[src/hw/rtl/es2cd_pkg.sv]
// ----------------------------------------------------------------------------
// es2cd_pkg
// Field types and constants for the seconds-to-calendar-date pipeline.
// ----------------------------------------------------------------------------
package es2cd_pkg;

    typedef logic [31:0] epoch_t;
    typedef logic [11:0] year_t;
    typedef logic [3:0]  month_t;
    typedef logic [4:0]  day_t;
    typedef logic [4:0]  hour_t;
    typedef logic [5:0]  minute_t;
    typedef logic [5:0]  second_t;

    localparam int unsigned NUM_STAGES = 9;

    // seconds per day is 675 * 2^7: shift off seven bits, then divide by 675
    localparam int unsigned SOD_SHIFT       = 7;
    localparam logic [25:0] RECIP_675       = 26'd50903316;
    localparam int unsigned RECIP_675_SHIFT = 35;
    localparam logic [9:0]  DIV_675         = 10'd675;

    // divide by 60 as a shift by two and a multiply by the reciprocal of 15
    localparam logic [15:0] RECIP_15        = 16'd34953;
    localparam int unsigned RECIP_15_SHIFT  = 19;

    localparam logic [17:0] DAYS_400Y       = 18'd146097;
    localparam logic [15:0] DAYS_100Y       = 16'd36524;
    localparam logic [10:0] DAYS_4Y         = 11'd1461;
    localparam logic [8:0]  DAYS_1Y         = 9'd365;
    localparam logic [17:0] JAN_FEB_DAYS    = 18'd60;
    localparam logic [17:0] DAYS_REBASE     = DAYS_400Y - JAN_FEB_DAYS;

    localparam logic [15:0] RECIP_1461       = 16'd45934;
    localparam int unsigned RECIP_1461_SHIFT = 26;
    localparam logic [4:0]  C4_CLAMP         = 5'd25;

    localparam year_t BASE_YEAR   = 12'd1600;
    localparam year_t YEARS_400   = 12'd400;

    localparam logic [17:0] CENT_DAYS  [4] = '{18'd0, 18'd36524, 18'd73048, 18'd109572};
    localparam year_t       CENT_YEARS [4] = '{12'd0, 12'd100, 12'd200, 12'd300};
    localparam logic [10:0] YEAR_DAYS  [4] = '{11'd0, 11'd365, 11'd730, 11'd1095};

    // first day of each month, counted from march 1st
    localparam logic [8:0] MONTH_START [12] = '{
        9'd0,   9'd31,  9'd61,  9'd92,  9'd122, 9'd153,
        9'd184, 9'd214, 9'd245, 9'd275, 9'd306, 9'd337
    };
    localparam logic [3:0] FIRST_NEXT_YEAR_MONTH = 4'd10;

endpackage

[src/hw/rtl/epoch_seconds_to_calendar_date_unit.sv]
// ----------------------------------------------------------------------------
// epoch_seconds_to_calendar_date_unit
// Converts an unsigned count of seconds since 2000-01-01 00:00:00 UTC into
// the Gregorian year, month, day, hour, minute and second (no leap seconds).
// Every 32-bit count is valid; the last one falls in February 2136. The unit
// is a nine-stage pipeline, stages 0 to 8, and a new request is taken in
// every cycle unless the result port stalls and every stage is full. Each
// stage holds its own valid bit, so a stalled result port only holds the
// stages that are full, and empty stages keep filling behind it. The depth
// is set by the chain of reciprocal multiplies and compares that split the
// count into days, 400-, 100-, 4- and 1-year cycles, and months.
// ----------------------------------------------------------------------------
module epoch_seconds_to_calendar_date_unit (
    input  logic                aclk,
    input  logic                aresetn,
    input  logic                s_valid,
    output logic                s_ready,
    input  es2cd_pkg::epoch_t   s_epoch_seconds,
    output logic                m_valid,
    input  logic                m_ready,
    output es2cd_pkg::year_t    m_year,
    output es2cd_pkg::month_t   m_month,
    output es2cd_pkg::day_t     m_day,
    output es2cd_pkg::hour_t    m_hour,
    output es2cd_pkg::minute_t  m_minute,
    output es2cd_pkg::second_t  m_second
);
    import es2cd_pkg::*;

    logic [NUM_STAGES-1:0] vld_reg, vld_next;
    logic [NUM_STAGES-1:0] stage_en;

    // stage 0: day quotient estimate
    logic [50:0] s0_prod;
    logic [15:0] q0_reg;
    logic [24:0] x0_reg;
    logic [6:0]  lo0_reg;
    // stage 1: estimate times divisor
    logic [25:0] s1_prod;
    logic [15:0] q1_reg;
    logic [24:0] x1_reg;
    logic [24:0] qm1_reg;
    logic [6:0]  lo1_reg;
    // stage 2: correction, days and second of day
    logic [24:0] s2_diff;
    logic [10:0] s2_rem;
    logic [15:0] wd2_reg;
    logic [16:0] sod2_reg;
    // stage 3: 400-year cycle, minutes of day
    logic [17:0] s3_days;
    logic [30:0] s3_prod;
    logic        s3_c400;
    logic [17:0] rem0_3_reg;
    logic        c400_3_reg;
    logic [16:0] sod3_reg;
    logic [10:0] mins3_reg;
    // stage 4: 100-year cycle, second and hour
    logic [1:0]  s4_c100;
    logic [17:0] s4_rem;
    logic [16:0] s4_sec;
    logic [24:0] s4_prod;
    logic [15:0] rem1_4_reg;
    year_t       year4_reg;
    logic [10:0] mins4_reg;
    hour_t       hour4_reg;
    second_t     sec4_reg;
    // stage 5: 4-year cycle estimate, minute
    logic [31:0] s5_prod;
    logic [10:0] s5_min;
    logic [4:0]  c4raw5_reg;
    logic [15:0] rem1_5_reg;
    year_t       year5_reg;
    hour_t       hour5_reg;
    minute_t     min5_reg;
    second_t     sec5_reg;
    // stage 6: 4-year cycle removal
    logic [4:0]  s6_c4;
    logic [15:0] s6_sub;
    logic [15:0] s6_rem;
    logic [10:0] rem2_6_reg;
    year_t       year6_reg;
    hour_t       hour6_reg;
    minute_t     min6_reg;
    second_t     sec6_reg;
    // stage 7: year within the 4-year cycle
    logic [1:0]  s7_c1;
    logic [10:0] s7_rem;
    logic [8:0]  rem3_7_reg;
    year_t       year7_reg;
    hour_t       hour7_reg;
    minute_t     min7_reg;
    second_t     sec7_reg;
    // stage 8: month and day
    logic [3:0]  s8_m;
    logic [8:0]  s8_day;
    year_t       year_reg, year_next;
    month_t      month_reg, month_next;
    day_t        day_reg;
    hour_t       hour_reg;
    minute_t     minute_reg;
    second_t     second_reg;

    // ---------------- handshake ----------------
    always_comb begin
        stage_en[NUM_STAGES-1] = !vld_reg[NUM_STAGES-1] || m_ready;
        for (int k = NUM_STAGES - 2; k >= 0; k--) begin
            stage_en[k] = !vld_reg[k] || stage_en[k+1];
        end
    end

    always_comb begin
        vld_next = vld_reg;
        if (stage_en[0]) begin
            vld_next[0] = s_valid;
        end
        for (int k = 1; k < NUM_STAGES; k++) begin
            if (stage_en[k]) begin
                vld_next[k] = vld_reg[k-1];
            end
        end
    end

    always_ff @(posedge aclk) begin
        if (!aresetn) begin
            vld_reg <= '0;
        end else begin
            vld_reg <= vld_next;
        end
    end

    assign s_ready = stage_en[0];
    assign m_valid = vld_reg[NUM_STAGES-1];

    // ---------------- datapath ----------------
    assign s0_prod = {26'b0, s_epoch_seconds[31:SOD_SHIFT]} * {25'b0, RECIP_675};

    assign s1_prod = {10'b0, q0_reg} * {16'b0, DIV_675};

    assign s2_diff = x1_reg - qm1_reg;

    always_comb begin
        if (s2_diff[10:0] >= {1'b0, DIV_675}) begin
            s2_rem = s2_diff[10:0] - {1'b0, DIV_675};
        end else begin
            s2_rem = s2_diff[10:0];
        end
    end

    assign s3_days = {2'b0, wd2_reg} + DAYS_REBASE;
    assign s3_c400 = (s3_days >= DAYS_400Y);
    assign s3_prod = {16'b0, sod2_reg[16:2]} * {15'b0, RECIP_15};

    always_comb begin
        s4_c100 = 2'd0;
        for (int i = 1; i < 4; i++) begin
            if (rem0_3_reg >= CENT_DAYS[i]) begin
                s4_c100 = 2'(i);
            end
        end
    end

    assign s4_rem  = rem0_3_reg - CENT_DAYS[s4_c100];
    assign s4_sec  = sod3_reg - ({mins3_reg, 6'b0} - {4'b0, mins3_reg, 2'b0});
    assign s4_prod = {16'b0, mins3_reg[10:2]} * {9'b0, RECIP_15};

    assign s5_prod = {16'b0, rem1_4_reg} * {16'b0, RECIP_1461};
    assign s5_min  = mins4_reg - ({hour4_reg, 6'b0} - {4'b0, hour4_reg, 2'b0});

    assign s6_c4  = (c4raw5_reg == C4_CLAMP) ? C4_CLAMP - 5'd1 : c4raw5_reg;
    assign s6_sub = {11'b0, s6_c4} * {5'b0, DAYS_4Y};
    assign s6_rem = rem1_5_reg - s6_sub;

    always_comb begin
        s7_c1 = 2'd0;
        for (int i = 1; i < 4; i++) begin
            if (rem2_6_reg >= YEAR_DAYS[i]) begin
                s7_c1 = 2'(i);
            end
        end
    end

    assign s7_rem = rem2_6_reg - YEAR_DAYS[s7_c1];

    always_comb begin
        s8_m = 4'd0;
        for (int i = 1; i < 12; i++) begin
            if (rem3_7_reg >= MONTH_START[i]) begin
                s8_m = s8_m + 4'd1;
            end
        end
    end

    assign s8_day = rem3_7_reg - MONTH_START[s8_m] + 9'd1;

    // january and february belong to the following year
    always_comb begin
        if (s8_m >= FIRST_NEXT_YEAR_MONTH) begin
            month_next = s8_m - 4'd9;
            year_next  = year7_reg + 12'd1;
        end else begin
            month_next = s8_m + 4'd3;
            year_next  = year7_reg;
        end
    end

    always_ff @(posedge aclk) begin
        if (stage_en[0]) begin
            q0_reg  <= s0_prod[50:RECIP_675_SHIFT];
            x0_reg  <= s_epoch_seconds[31:SOD_SHIFT];
            lo0_reg <= s_epoch_seconds[SOD_SHIFT-1:0];
        end
        if (stage_en[1]) begin
            q1_reg  <= q0_reg;
            x1_reg  <= x0_reg;
            qm1_reg <= s1_prod[24:0];
            lo1_reg <= lo0_reg;
        end
        if (stage_en[2]) begin
            if (s2_diff[10:0] >= {1'b0, DIV_675}) begin
                wd2_reg <= q1_reg + 16'd1;
            end else begin
                wd2_reg <= q1_reg;
            end
            sod2_reg <= {s2_rem[9:0], lo1_reg};
        end
        if (stage_en[3]) begin
            rem0_3_reg <= s3_c400 ? s3_days - DAYS_400Y : s3_days;
            c400_3_reg <= s3_c400;
            sod3_reg   <= sod2_reg;
            mins3_reg  <= s3_prod[29:RECIP_15_SHIFT];
        end
        if (stage_en[4]) begin
            rem1_4_reg <= s4_rem[15:0];
            year4_reg  <= BASE_YEAR + (c400_3_reg ? YEARS_400 : 12'd0) + CENT_YEARS[s4_c100];
            mins4_reg  <= mins3_reg;
            hour4_reg  <= s4_prod[23:RECIP_15_SHIFT];
            sec4_reg   <= s4_sec[5:0];
        end
        if (stage_en[5]) begin
            c4raw5_reg <= s5_prod[30:RECIP_1461_SHIFT];
            rem1_5_reg <= rem1_4_reg;
            year5_reg  <= year4_reg;
            hour5_reg  <= hour4_reg;
            min5_reg   <= s5_min[5:0];
            sec5_reg   <= sec4_reg;
        end
        if (stage_en[6]) begin
            rem2_6_reg <= s6_rem[10:0];
            year6_reg  <= year5_reg + {5'b0, s6_c4, 2'b0};
            hour6_reg  <= hour5_reg;
            min6_reg   <= min5_reg;
            sec6_reg   <= sec5_reg;
        end
        if (stage_en[7]) begin
            rem3_7_reg <= s7_rem[8:0];
            year7_reg  <= year6_reg + {10'b0, s7_c1};
            hour7_reg  <= hour6_reg;
            min7_reg   <= min6_reg;
            sec7_reg   <= sec6_reg;
        end
        if (stage_en[8]) begin
            year_reg   <= year_next;
            month_reg  <= month_next;
            day_reg    <= s8_day[4:0];
            hour_reg   <= hour7_reg;
            minute_reg <= min7_reg;
            second_reg <= sec7_reg;
        end
    end

    assign m_year   = year_reg;
    assign m_month  = month_reg;
    assign m_day    = day_reg;
    assign m_hour   = hour_reg;
    assign m_minute = minute_reg;
    assign m_second = second_reg;

`ifndef SYNTH
    // an empty output stage means the whole pipeline can move
    a_ready_when_drained: assert property (@(posedge aclk) disable iff (!aresetn)
        !m_valid |-> s_ready)
        else $error("input stalled while output stage empty");

    a_date_range: assert property (@(posedge aclk) disable iff (!aresetn)
        m_valid |-> (m_month >= 4'd1 && m_month <= 4'd12 && m_day >= 5'd1
                     && m_year >= 12'd2000 && m_year <= 12'd2136))
        else $error("date field out of range");

    a_time_range: assert property (@(posedge aclk) disable iff (!aresetn)
        m_valid |-> (m_hour <= 5'd23 && m_minute <= 6'd59 && m_second <= 6'd59))
        else $error("time field out of range");

    a_empty_after_reset: assert property (@(posedge aclk)
        $past(!aresetn) |-> !m_valid)
        else $error("result valid right after reset");
`endif

endmodule

[config.mk]
export PLATFORM = sky130hd
export DESIGN_NAME = epoch_seconds_to_calendar_date_unit
export DESIGN_NICKNAME = d
export VERILOG_FILES = /design/src/hw/rtl/es2cd_pkg.sv /design/src/hw/rtl/epoch_seconds_to_calendar_date_unit.sv
export SDC_FILE = /design/constraint.sdc
export NUM_CORES = 2
export LEC_CHECK = 0
export BUFFER_PORTS_ARGS = -buffer_cell sky130_fd_sc_hd__buf_2
export CAP_MARGIN = 0
export CORE_AREA = 4 4 241 243
export CTS_CLUSTER_DIAMETER = 60
export DETAILED_ROUTE_END_ITERATION = 7
export DIE_AREA = 0 0 245 247
export GPL_TIMING_DRIVEN = 0
export HOLD_SLACK_MARGIN = 0.06
export PLACE_DENSITY_LB_ADDON = 0.12
export REMOVE_ABC_BUFFERS = 1
export SETUP_SLACK_MARGIN = 0.5
export SLEW_MARGIN = 20
export SYNTH_ARGS = -nofsm -noshare
export SYNTH_HDL_FRONTEND = slang
export SYNTH_SLANG_ARGS = --single-unit
[constraint.sdc]
create_clock -name aclk -period 9 [get_ports aclk]
set_clock_uncertainty 0.1 [all_clocks]
set_input_delay 0.45 -clock aclk [delete_from_list [all_inputs] [get_ports aclk]]
set_output_delay 0.45 -clock aclk [all_outputs]
set_load 0.01 [all_outputs]
# Word level (Yosys, flattened, before mapping)

Memory sizes are Yosys's and may differ from the RTL's.
Index checks and enable logic that the tools add are counted.

Muxes and demuxes: 35
Div/mod/pow operators: 0
Reduce and logical (&&, ||, !) cells: 18
Shift-type cells: 0
$add $sub $neg: 31
Equality and inequality tests: 1
Bitwise operators: 3
$lt $le $gt $ge: 23
$mul: 6

Operators with widths:

| kind                   | number |
|---|---|
| $mul 25x24->49 const B | 1 |
| $mux 16                | 3 |
| $mux 4                 | 11 |
| $add 4x1->4 const B    | 10 |
| $bmux 18 s2            | 1 |
| $ge 18x17->1 const B   | 2 |
| $ge 9x8->1 const B     | 4 |
| $mux 12                | 3 |
| $mul 15x16->30 const B | 1 |
| $mul 16x15->30 const B | 1 |
| $ge 9x9->1 const B     | 3 |
| $mux 9                 | 3 |
| $bmux 12 s2            | 1 |
| $mul 9x16->24 const B  | 1 |
| $bmux 11 s2            | 1 |
| $ge 11x10->1 const B   | 2 |
| $sub 11x11->11         | 2 |
| $add 16x18->18 const B | 1 |
| $ge 18x16->1 const B   | 1 |
| $ge 18x18->1 const B   | 1 |
| $ge 9x7->1 const B     | 2 |
| $mux 18                | 1 |
| $sub 18x18->18 const B | 1 |
| $add 16x1->16 const B  | 1 |
| other kinds (32)       | 59 |

Input port bits: 36
Logic and storage cells: 167
Output and inout bits: 40
Bits in read-only memories: 144
Memories kept: 1
RAM bits: 0
Bits in registers: 363
Bits in latches: 0

Memory list:

| memory           | words | bits a word | rd ports | clocked after memory_dff | write ports | RTL line                                   | RTL |
|---|---|---|---|---|---|---|---|
| (name not given) | 16    | 9           | 1        | 0                        | 0           | epoch_seconds_to_calendar_date_unit.sv:193 | `assign s8_day = rem3_7_reg - MONTH_START[s8_m] + 9'd1;` |

# Logic depth before layout (Yosys ltp)

Word-level depth: 28
Gate-level depth with buffers: 41
Depth with buffers taken out: 40

# Least setup slack after synthesis

Ideal clock, no wire load.

Kind: reg2reg
Start point: reg rem3_7_reg[6]
End point: reg day_reg[4] (netlist: m_day[4]) (data pin)
Period minus slack after synthesis: 7.981 ns
Required time: 8.642 ns
Arrival: 7.623 ns
Stages on the path, launching flop included: 39
Library setup time: 0.258 ns
Setup slack: 1.019 ns
Path buffers: 1
Cell sequence: edfxtp_1 clkbuf_1 or2_2 a311oi_1 ha_1 xnor2_1 ha_1 nand2_1 a2bb2oi_1 o21ai_0 ha_1 nor2_1 nor2_1 ha_1 nand2_1 o31ai_1 ha_1 nor2_1 (+3 left out) o21ai_1 ha_1 o21a_1 ha_1 o221a_2 ha_1 mux2_2 ha_1 nor2_1 mux2_2 a21oi_1 ha_1 inv_1 ha_1 a21o_1 a21oi_1 xnor2_1 xnor2_1

Cells in the longest elaborated chain, start to end: 28
Elaborated cells between the ends (all ways): 38
Classes of those cells: 12 x add/sub; 11 x order compare; 13 x mux; 1 x bitwise; 1 x memory

Ends and longest elaborated chain:

| element                                       | RTL line                                   | RTL |
|---|---|---|
| start: declaration                            | epoch_seconds_to_calendar_date_unit.sv:88  | `logic [8:0] rem3_7_reg;` |
| start signal: assignment                      | epoch_seconds_to_calendar_date_unit.sv:255 | `rem3_7_reg <= s7_rem[8:0];` |
| $ge 9x5->1                                    | epoch_seconds_to_calendar_date_unit.sv:187 | `if (rem3_7_reg >= MONTH_START[i]) begin` |
| $mux 1                                        | epoch_seconds_to_calendar_date_unit.sv:187 |  |
| $add 4x1->4                                   | epoch_seconds_to_calendar_date_unit.sv:188 | `s8_m = s8_m + 4'd1;` |
| $mux 4                                        | epoch_seconds_to_calendar_date_unit.sv:187 |  |
| $add 4x1->4                                   | epoch_seconds_to_calendar_date_unit.sv:188 |  |
| $mux 4                                        | epoch_seconds_to_calendar_date_unit.sv:187 |  |
| $add 4x1->4                                   | epoch_seconds_to_calendar_date_unit.sv:188 |  |
| $mux 4                                        | epoch_seconds_to_calendar_date_unit.sv:187 |  |
| (+12 left out)                                | -                                          |  |
| $add 4x1->4                                   | epoch_seconds_to_calendar_date_unit.sv:188 |  |
| $mux 4 (*)                                    | epoch_seconds_to_calendar_date_unit.sv:187 |  |
| $not 4->5 (implied by the code) (*)           | epoch_seconds_to_calendar_date_unit.sv:193 |  |
| $mem_v2 16x9 (*)                              | -                                          |  |
| $mux 5 (implied by the code) (*) (2 in a row) | epoch_seconds_to_calendar_date_unit.sv:193 |  |
| $sub 5x5->5 (*)                               | epoch_seconds_to_calendar_date_unit.sv:193 |  |
| $add 5x1->5 (*)                               | epoch_seconds_to_calendar_date_unit.sv:193 |  |
| via s8_day[4]                                 | epoch_seconds_to_calendar_date_unit.sv:95  | `logic [8:0] s8_day;` |
| end signal: assignment                        | epoch_seconds_to_calendar_date_unit.sv:264 | `day_reg <= s8_day[4:0];` |
| end: declaration                              | epoch_seconds_to_calendar_date_unit.sv:98  | `day_t day_reg;` |

Mark *: on every way through the listed nets, which the timed path passes. The rest lies on a longest branch. The select of a mux whose other input is x is not followed.
A chain may end at the register's enable or synchronous reset.

# Worst setup path after layout

Start point: reg rem3_7_reg[7]
End point: reg day_reg[3] (netlist: m_day[3]) (data pin)

Same word-level chain as after synthesis.

==> impl_metrics.py <==
metrics = {
    "global_route": {
        "grt_start_max_net_pins": 39,
        "antenna_found_initial": 1,
        "grt_pass1_wl_um": 100000,
        "grtUsageTotal_pct": 20.1,
        "gr-total-overflow": 0,
        "grt_pass1_vias": 21100,
    },
    "clock_tree": {
        "cts_tree": "built",
        "cts_buffers": 38,
        "cts.sinks": 354,
        "clk_latency_ns": 0.55,
        "htree_levels": 2,
        "cts_root_buf": "clkbuf_16",
        "cts_buffer_depth": 3,
        "path_clk_slew_ns": 0.06,
    },
    "sta": {
        "worstMarginPinSlew_ns": 0.881,
        "timing.fmax_mhz": 122,
        "setup_ws_ns": 0.811,
        "final_max_slew_viol_count": 0,
        "slew_headroom_pct": 40.9,
        "setup_viol": 0,
        "finalHoldViolCount": 0,
        "final.period_utilization_pct": 91.0,
        "grt_setup_unrepaired": "false",
        "fin_crit_ns": 8.19,
    },
    "place": {
        "place_inst": 3632,
        "place_congestion": 0.886,
        "dp_hpwl_um": 48300,
        "preCtsSetupSlack_ns": -0.0319,
        "port_buffers": 75,
        "dpl_cell_area_sq_um": 34500,
    },
    "layout": {
        "fill_cells": 4366,
        "final_core_util_pct": 64.3,
        "stdcell_area_sq_um": 36000,
        "area_growth_pct": 8.59,
        "fin_nets": 3952,
        "stdcell_count": 3722,
        "diodes": 0,
        "drive_gt1_share_pct": 7.15,
        "largest_register_ffs": 18,
    },
    "synthesis": {
        "synth_seq_area_share_pct": 31.8,
        "synth_edf_count": 345,
        "synth_warnings": 0,
        "synth_area_sq_um": 33100,
        "synth.top_cells.by_area": "edfxtp_1 (31%), ha_1 (25%), fa_1 (18%)",
        "async_flop_share_pct": 0,
        "synth_commonest_cells": "ha_1 (669), inv_1 (588), edfxtp_1 (345)",
        "synth_cell_types": 82,
        "synth_top_area_share_pct": 31.3,
        "ys.flop_type": "edfxtp_1",
        "yosys.cell_count.top_type": "ha_1",
        "synthCells": 2812,
        "synth-seq-cells": 354,
        "yosysTopAreaCell": "edfxtp_1",
        "syn_avg_cell_area_sq_um": 11.8,
    },
    "critical_path": {
        "crit_path_end_kind": "flop",
        "crit_path_frequent_cell": "ha_1",
        "crit_type": "reg -> reg",
        "max_stage_delay_ns": 0.39,
        "reg2reg_depth": 37,
        "cpMaxStageDelayCell": "edfxtp_1",
        "worstPathRequired_ns": 9.19,
        "cp_data_arrival_time_ns": 8.38,
        "reg2reg_to": "m_day[3]$_DFFE_PP_",
        "cp_max_fo": 5,
        "crit_path_start_kind": "flop",
        "cp_top_family": "adder cells",
        "reg2reg_from": "rem3_7_reg[7]$_DFFE_PP_",
        "r2r_setup_slack_ns": 0.81,
        "cp.depth": 37,
        "crit_buf_inv": 3,
    },
    "detailed_routing": {
        "drt-pass1-iter-count": 5,
        "top_layer": "met5",
        "dr_wl_met2_um": 30500,
        "vias_per_cell": 5.28,
        "drcViolationCount": 0,
        "routed-wl-met3_um": 1670,
        "drt_first_iter_violations": 735,
        "postRouteAntennaNets": 0,
        "wl_per_cell_um": 15.7,
        "drt-met1-wl_um": 24600,
        "routed_wl_um": 58300,
        "vias": 19700,
    },
    "die": {
        "initial_core_util_pct": 59.2,
        "fp.coreArea_sq_um": 56000,
        "die-height_um": 247,
        "rows": 87,
        "die_area_sq_um": 60500,
        "pin_count": 76,
        "dieWidth_um": 245,
    },
    "worst_hold_path": {
        "hp-class": "in -> reg",
        "hold-path-endpoint": "vld_reg[2]$_SDFFE_PN0P_",
        "hold_start": "aresetn",
        "worstHoldPathCells": 2,
    },
    "job": {
        "max_cap_violations": 0,
    },
    "status": {
        "outcome": "complete, no violations",
    },
}
==> placed cells by master (no fill, tap or decap), types with 9 or more instances in the layout <==
cell type  synthesis  layout
nor4_1            10       9
ha_1             669     665
fa_1             306     306
inv_1            588     583
a21oi_1           91      89
edfxtp_1         345     345
dfxtp_1            9       9
and3_1            13      13
buf_4              0      18
nand2b_1          17      17
o21a_1            23      23
nor2b_1           15      15
and2_1             9       9
nor2_1            85      83
nor3_1            28      28
a21o_1            58      58
buf_2              5      75
o21ai_0           53      52
o21bai_1          13      13
a31oi_1            9       9
a21boi_0          12      12
nand3_1           27      26
clkbuf_16          0      38
xnor2_1          127     127
xor2_1            65      65
nand4_1           19      19
nand2_1           81      77
==> timing repair <==
| item | 4_1_cts | 5_1_grt |
|---|---|---|
| buffers inserted | 9 | 9 |
| hold buffers | 7 | 0 |
| resized for setup | 4 | 14 |
| hold endpoints to repair | 7 | 0 |
| pin swaps | 1 | 10 |
| endpoints found under the setup margin | 5 | 5 |
==> metal layers <==
| layer | global-route usage (%) | vias to the layer above |
|---|---|---|
| met5 | 0 | - |
| met4 | 5.45 | 2 |
| met3 | 2.48 | 98 |
| met2 | 37.4 | 244 |
| met1 | 24.9 | 9534 |
| li1 | - | 9787 |
==> how the worst max path moves through the flow <==
| stage | end | startpoint | slack (ns) |
|---|---|---|---|
| 6_report | m_day[3]$_DFFE_PP_ | rem3_7_reg[7]$_DFFE_PP_ | 0.81 |
| 5_1_grt | m_month[3]$_DFFE_PP_ | rem3_7_reg[8]$_DFFE_PP_ | 0.51 |
| 4_1_cts | m_day[4]$_DFFE_PP_ | rem3_7_reg[1]$_DFFE_PP_ | 0.51 |
| 3_5_place_dp | m_day[4]$_DFFE_PP_ | rem3_7_reg[7]$_DFFE_PP_ | -0.03 |
| 3_3_place_gp | m_day[4]$_DFFE_PP_ | rem3_7_reg[7]$_DFFE_PP_ | 0.19 |
| 2_1_floorplan | m_day[4]$_DFFE_PP_ | rem3_7_reg[7]$_DFFE_PP_ | 0.91 |
==> cell families after synthesis <==
logic type	after synthesis	synth area share, %
fa+ha+maj	975	43.7
xor+xnor	197	5.34
compound gates	332	6.71
mux	11	0.362
flops	354	31.8
buf+inv	605	6.89
simple gates	338	5.15
==> per-stage QoR <==
stage | hold slack, ns | setup TNS [ns]
5_1_grt | 0.0993 | 0
2_1_floorplan | 0.300 | 0
3_5_place_dp | 0.305 | -0.0319
4_1_cts | 0.0695 | 0
3_3_place_gp | 0.302 | 0
6_report | 0.101 | 0
==> cell type report <==
class,instances,area [sq um],share of cell area [%]
well taps,756,946,2.63
flip-flops and latches,354,10500,29.3
multi-input cells,1853,20400,56.7
clock inverters,21,196,0.546
repair buffers,105,696,1.93
clock buffers,44,983,2.73
inverters,589,2210,6.14
Power is left out: the tool's default activity adds up to more than one toggle a clock period on the data nets, which glitch-free logic cannot reach.
